### config.mk
export PLATFORM = sky130hd
export DESIGN_NAME = pie_ctrl
export DESIGN_NICKNAME = d
export VERILOG_FILES = /design/src/sv/pie_pkg.sv /design/src/sv/pie_ctrl.sv
export SDC_FILE = /design/constraint.sdc
export NUM_CORES = 1
export LEC_CHECK = 0
export BUFFER_PORTS_ARGS = -buffer_cell sky130_fd_sc_hd__buf_2
export CAP_MARGIN = 20
export CORE_MARGIN = 4
export CORE_UTILIZATION = 30
export DETAILED_ROUTE_END_ITERATION = 8
export GPL_TIMING_DRIVEN = 0
export PLACE_DENSITY_LB_ADDON = 0.05
export SYNTH_ARGS = -nofsm -noshare
export SYNTH_HDL_FRONTEND = slang
export SYNTH_SLANG_ARGS = --single-unit
export TNS_END_PERCENT = 10
### constraint.sdc
create_clock -name clk -period 3.7 [get_ports clk]
set_input_delay 0.925 -clock clk [delete_from_list [all_inputs] [get_ports clk]]
set_output_delay 0.925 -clock clk [all_outputs]
set_load 0.01 [all_outputs]
### src/sv/pie_pkg.sv
package pie_pkg;

  localparam int MaxNodes = 16;
  localparam int IdxW = $clog2(MaxNodes);
  localparam int CntW = 5;
  localparam int DataW = 32;
  localparam int FracBits = 16;
  localparam int ProdW = 64;
  localparam int NumW = 65;
  localparam int DenW = 33;
  localparam int QuoW = NumW;

  localparam logic OP_LOAD = 1'b0;
  localparam logic OP_EVAL = 1'b1;

  localparam logic [1:0] ST_OK  = 2'd0;
  localparam logic [1:0] ST_DUP = 2'd1;
  localparam logic [1:0] ST_SAT = 2'd2;

  typedef enum logic [3:0] {
    S_IDLE,
    S_DUP_RD,
    S_DUP_CMP,
    S_INIT,
    S_UPD_RD,
    S_UPD_MUL,
    S_UPD_SUM,
    S_UPD_DIV,
    S_UPD_WR,
    S_FIN_RD,
    S_OUT
  } state_t;

  typedef struct packed {
    logic         load;
    logic         init_copy;
    logic         rd_pair;
    logic         cmp_dup;
    logic         mul;
    logic         sum;
    logic         div_start;
    logic         wr_p;
    logic         clr_sat;
    logic [IdxW-1:0] j;
    logic [IdxW-1:0] k;
  } cmd_t;

  typedef struct packed {
    logic dup;
    logic div_done;
  } sts_t;

endpackage

### src/sv/pie_ctrl.sv
module pie_ctrl (
  input  logic                        clk,
  input  logic                        rst_n,
  input  logic                        in_fire,
  input  logic                        in_op,
  input  logic [pie_pkg::CntW-1:0]    node_count,
  input  pie_pkg::sts_t               sts,
  input  logic                        out_free,
  output pie_pkg::cmd_t               cmd,
  output logic                        busy,
  output logic                        res_valid,
  output logic                        res_dup
);

  localparam int IW = pie_pkg::IdxW;
  localparam int CW = pie_pkg::CntW;

  pie_pkg::state_t state_r, state_nxt;
  logic [CW-1:0] j_r, j_nxt, k_r, k_nxt, n_r, n_nxt;
  logic dup_r, dup_nxt;
  logic [CW-1:0] nc;

  always_comb begin
    if (node_count == '0) nc = CW'(1);
    else if (node_count > CW'(pie_pkg::MaxNodes)) nc = CW'(pie_pkg::MaxNodes);
    else nc = node_count;
  end

  always_comb begin
    state_nxt = state_r;
    j_nxt = j_r;
    k_nxt = k_r;
    n_nxt = n_r;
    dup_nxt = dup_r;
    unique case (state_r)
      pie_pkg::S_IDLE: begin
        if (in_fire && in_op == pie_pkg::OP_EVAL) begin
          n_nxt = nc;
          j_nxt = '0;
          k_nxt = (nc == CW'(1)) ? CW'(0) : CW'(1);
          dup_nxt = 1'b0;
          state_nxt = (nc == CW'(1)) ? pie_pkg::S_INIT : pie_pkg::S_DUP_RD;
        end
      end
      pie_pkg::S_DUP_RD: state_nxt = pie_pkg::S_DUP_CMP;
      pie_pkg::S_DUP_CMP: begin
        if (sts.dup) begin
          dup_nxt = 1'b1;
          state_nxt = pie_pkg::S_OUT;
        end else if (k_r + 1'b1 < n_r) begin
          k_nxt = k_r + 1'b1;
          state_nxt = pie_pkg::S_DUP_RD;
        end else if (j_r + CW'(2) < n_r) begin
          j_nxt = j_r + 1'b1;
          k_nxt = j_r + CW'(2);
          state_nxt = pie_pkg::S_DUP_RD;
        end else begin
          k_nxt = '0;
          state_nxt = pie_pkg::S_INIT;
        end
      end
      pie_pkg::S_INIT: begin
        // Read row k then copy y into the partial value on the next pass.
        // With a single node there is nothing to update.
        if (k_r == n_r) begin
          j_nxt = '0;
          k_nxt = CW'(1);
          state_nxt = (n_r == CW'(1)) ? pie_pkg::S_FIN_RD : pie_pkg::S_UPD_RD;
        end else begin
          k_nxt = k_r + 1'b1;
        end
      end
      pie_pkg::S_UPD_RD: state_nxt = pie_pkg::S_UPD_MUL;
      pie_pkg::S_UPD_MUL: state_nxt = pie_pkg::S_UPD_SUM;
      pie_pkg::S_UPD_SUM: state_nxt = pie_pkg::S_UPD_DIV;
      pie_pkg::S_UPD_DIV: if (sts.div_done) state_nxt = pie_pkg::S_UPD_WR;
      pie_pkg::S_UPD_WR: begin
        if (k_r + 1'b1 < n_r) begin
          k_nxt = k_r + 1'b1;
          state_nxt = pie_pkg::S_UPD_RD;
        end else if (j_r + CW'(2) < n_r) begin
          j_nxt = j_r + 1'b1;
          k_nxt = j_r + CW'(2);
          state_nxt = pie_pkg::S_UPD_RD;
        end else begin
          state_nxt = pie_pkg::S_FIN_RD;
        end
      end
      pie_pkg::S_FIN_RD: begin
        k_nxt = n_r - 1'b1;
        state_nxt = pie_pkg::S_OUT;
      end
      pie_pkg::S_OUT: if (out_free) state_nxt = pie_pkg::S_IDLE;
      default: state_nxt = pie_pkg::S_IDLE;
    endcase
  end

  // Commands. In S_INIT the first cycle only reads row k; later cycles write
  // row k-1, whose index travels on j, and also read row k while k is below n.
  always_comb begin
    cmd = '0;
    cmd.j = j_r[IW-1:0];
    cmd.k = k_r[IW-1:0];
    res_valid = 1'b0;
    unique case (state_r)
      pie_pkg::S_IDLE: begin
        cmd.load = in_fire && in_op == pie_pkg::OP_LOAD;
        cmd.clr_sat = 1'b1;
      end
      pie_pkg::S_DUP_RD: cmd.rd_pair = 1'b1;
      pie_pkg::S_DUP_CMP: ;
      pie_pkg::S_INIT: begin
        cmd.rd_pair = (k_r != n_r);
        if (k_r != '0) begin
          cmd.init_copy = 1'b1;
          cmd.j = IW'(k_r - 1'b1);
        end
      end
      pie_pkg::S_UPD_RD: cmd.rd_pair = 1'b1;
      pie_pkg::S_UPD_MUL: cmd.mul = 1'b1;
      pie_pkg::S_UPD_SUM: begin
        cmd.sum = 1'b1;
        cmd.div_start = 1'b1;
      end
      pie_pkg::S_UPD_DIV: ;
      pie_pkg::S_UPD_WR: cmd.wr_p = 1'b1;
      pie_pkg::S_FIN_RD: begin
        cmd.rd_pair = 1'b1;
        cmd.k = IW'(n_r - 1'b1);
      end
      pie_pkg::S_OUT: res_valid = 1'b1;
      default: ;
    endcase
  end

  always_ff @(posedge clk) begin
    j_r <= j_nxt;
    k_r <= k_nxt;
    n_r <= n_nxt;
    dup_r <= dup_nxt;
    if (!rst_n) state_r <= pie_pkg::S_IDLE;
    else state_r <= state_nxt;
  end

  assign busy = (state_r != pie_pkg::S_IDLE);
  assign res_dup = dup_r;

endmodule

==> metrics.md <==
| Metric | Value |
|---|---|
| Outcome | `finished clean` |
| CTS tree | `built` |
| Final period utilization | `87.7%` |
| Filler cell count | `717` |
| CTS root buf | `clkbuf_8` |
| Row cnt | `29` |
| Initial Util | `31.3%` |
| NumNets Final | `310` |
| Worst Tran Pin Value | `0.629 ns` |
| Max_slew headroom | `57.0%` |
| Share of cells above drive strength 1 | `20.0%` |
| Peak VDD IR | `342 uV` |
| Resized cells post-CTS | `0` |
| Grt total ovfl | `0` |
| Final setup viols | `0` |
| Clk_skew | `0.00256 ns` |
| Placeable Area | `6460 sq um` |
| Comb power frac | `64.6%` |
| Seq. cell area | `561 sq um` |
| Setup Crit Path Kind | `reg -> reg` |
| Simple-gate share of the synthesized area | `23.4%` |
| Post-DP Area | `2270 sq um` |
| Routed vias/inst | `5.37` |
| DIE AREA | `8130 sq um` |
| Syn_nets | `275` |
| CTS Buffer Depth | `2` |
| Compound-cell area share of the yosys netlist | `22.2%` |
| Slew Limit Fails | `0` |
| Global-route wire length before repair | `10300 um` |
| Fin area | `2340 sq um` |
| Data required, critical path | `3.72 ns` |
| Worst hold path type | `reg -> reg` |
| Die height | `90.1 um` |
| Synth Area in XOR/XNOR | `6.49%` |
| Number of setup buffers added after CTS | `0` |
| CTS H-tree lvls | `1` |
| Post-DP HPWL | `4840 um` |
| Width of the die | `90.1 um` |
| Seq pwr share | `23.1%` |
| Post-synth top area cell | `edfxtp_1` |
| Crit Path Max Fanout | `10` |
| Vias in the first global route | `1951` |
| Largest family of logic cells by synthesized area | `simple AND/OR/NAND/NOR gates` |
| Synthesized area | `2020 sq um` |
| Via Count | `1917` |
| Ys Warns | `0` |
| Placed cell count | `353` |
| Port Buffers | `30` |
| Final hold viol count | `0` |
| Number of synthesized flops with an enable pin | `16` |
| Fin crit period | `3.25 ns` |
| Routed Antenna Nets | `0` |
| Non-filler cells in the finished layout | `357` |
| Initial antenna violation count | `0` |
| Drt wl/cell | `17.1 um` |
| DR DRC count | `0` |
| Post-synthesis cell type count | `59` |
| Count leader, synth | `nor2_1` |
| Area growth syn-to-layout | `15.7%` |
| Fraction of registers with async set/reset | `0%` |
| Area contributors post-synth | `edfxtp_1 24%, ha_1 11%, a21oi_1 4.4%` |
| Sw Share | `50.3%` |
| Antenna diodes | `0` |
| Post-synth top cells | `24 x nor2_1, 18 x a21oi_1, 18 x nand2_1` |
| Most used flip-flop cell after synthesis | `edfxtp_1` |
| Routability congestion estimate | `0.823` |
| Int Power | `0.000906 W` |
| Synth top area share | `23.7%` |
| Clock latency on the worst-skew pair | `0.26 ns` |
| Total track usage | `15.5%` |
| Setup_tns | `0 ns` |
| PD cells | `778 nW/um^2` |
| Post-Syn Instances | `246` |
| TritonCTS Buffers | `3` |
| Routed WL | `6120 um` |
| # Max-Cap Violations | `0` |
| FF+latch count, synth | `20` |
| Multi-input combinational cell area | `1310 sq um` |
| CP Data Arrival Time | `3.27 ns` |
| P_sw | `0.000916 W` |
| RSZ-0062 raised after global routing | `no` |
| Largest net degree at the start of global routing | `13` |
| Post-synthesis sequential area ratio | `27.7%` |
| Clock sink count | `20` |
| Synth Area per Inst | `8.23 sq um` |
| Clock share of power | `12.3%` |
| Initial drt markers | `113` |
| Crit. End Element | `flip-flop` |
| Mux contribution to synthesized area | `1.98%` |
| Post-Synth Adder-Cell Area | `10.5%` |
| LEAKAGE | `1.01 nW` |
| Boundary Pins | `32` |
| CTS Hold Bufs | `0` |
| Final WS setup | `0.454 ns` |
| Post-placement setup slack | `0.500 ns` |
| DRT Pass-1 Iters | `4` |
| Fmax | `0.308 GHz` |
| Worst Setup Start Kind | `flip-flop` |
| Clk slew on worst S/H paths | `0.08 ns` |
## metal layers
layer  up-vias  track usage [%]  wire length (um)
met5         -                0                 0
li1        960                -                 -
met2        42             25.7              2920
met3         8             1.67               257
met1       907             21.2              2840
met4         0             4.59               102
## cell type report
class / instances / area share [%]
flip-flops and latches: 20 / 23.9
plain buffers: 16 / 3.37
well taps: 77 / 4.11
inverters: 20 / 3.21
multi-input cells: 190 / 55.9
clock inverters: 1 / 1.28
repair buffers: 30 / 6.41
clock buffers: 3 / 1.76
## per-stage QoR
step	util, %	hold slack [ns]	total power [W]
final	36.3	0.682	0.00182
after global placement	35.2	0.669	0.00160
after floorplan	-	0.624	0.00124
after CTS	36.3	0.695	0.00184
after global routing	36.3	0.768	0.00201
after detailed placement	35.2	0.674	0.00160
## worst max-delay path: stages (launching register included)
cell and delay, ns:
edfxtp_1 0.52, ha_1 0.28, xor2_1 0.31, ha_1 0.32, a21oi_1 0.15, a21o_1 0.14, and2_1 0.12, clkbuf_1 0.31
clkbuf_1 0.40, a21oi_1 0.10, a221o_1 0.35
## cells in the final DEF, fill, tap and decap left out, types with 3 or more instances in the layout
master / count
a21o_1: 7
a21oi_1: 18
a31oi_1: 4
buf_2: 33
buf_4: 4
clkbuf_1: 9
clkbuf_8: 3
dfxtp_1: 4
edfxtp_1: 16
ha_1: 17
inv_1: 16
inv_2: 4
mux2i_1: 4
nand2_1: 18
nand2b_1: 7
nand3_1: 10
nor2_1: 24
nor2b_1: 3
nor3_1: 9
o21ai_0: 4
o31ai_1: 3
xnor2_1: 8
xor2_1: 7
## registers in the layout, indices dropped and copies added, names as in the netlist
name and count:
k_r 5, state_r 4, res_dup 1, j_r 5, n_r 5
## final timing paths
| kind | startpoint | end | slack (ns) | cells past startpoint |
|---|---|---|---|---|
| max | k_r[0]$_DFFE_PP_ | k_r[4]$_DFFE_PP_ | 0.45 | 10 |
| min | j_r[4]$_SDFFCE_PN0P_ | j_r[4]$_SDFFCE_PN0P_ | 0.68 | 2 |
| max reg2reg | k_r[0]$_DFFE_PP_ | k_r[4]$_DFFE_PP_ | 0.45 | 10 |
| min reg2reg | j_r[4]$_SDFFCE_PN0P_ | j_r[4]$_SDFFCE_PN0P_ | 0.68 | 2 |
## logic make-up (layout without fill, tap and decap cells)
logic type                 count (synthesis)  after routing
muxes                                      4              4
AOI/OAI and AO/OA                         63             63
adders and majority gates                 17             17
buffers and inverters                     36             70
DFF                                       20             20
and+or+nand+nor                           90             90
other                                      1              1
xor gates and xnor gates                  15             15
## power by group through the flow
stage | Clock [W] | Sequential (W) | Combinational [W]
4_1_cts | 0.000233 | 0.000421 | 0.00118
3_5_place_dp | 0 | 0.000426 | 0.00118
2_1_floorplan | 0 | 0.000400 | 0.000843
3_3_place_gp | 0 | 0.000427 | 0.00118
6_report | 0.000225 | 0.000420 | 0.00118
5_1_grt | 0.000240 | 0.000433 | 0.00133
Note: power is estimated with default switching activity, not from simulation.
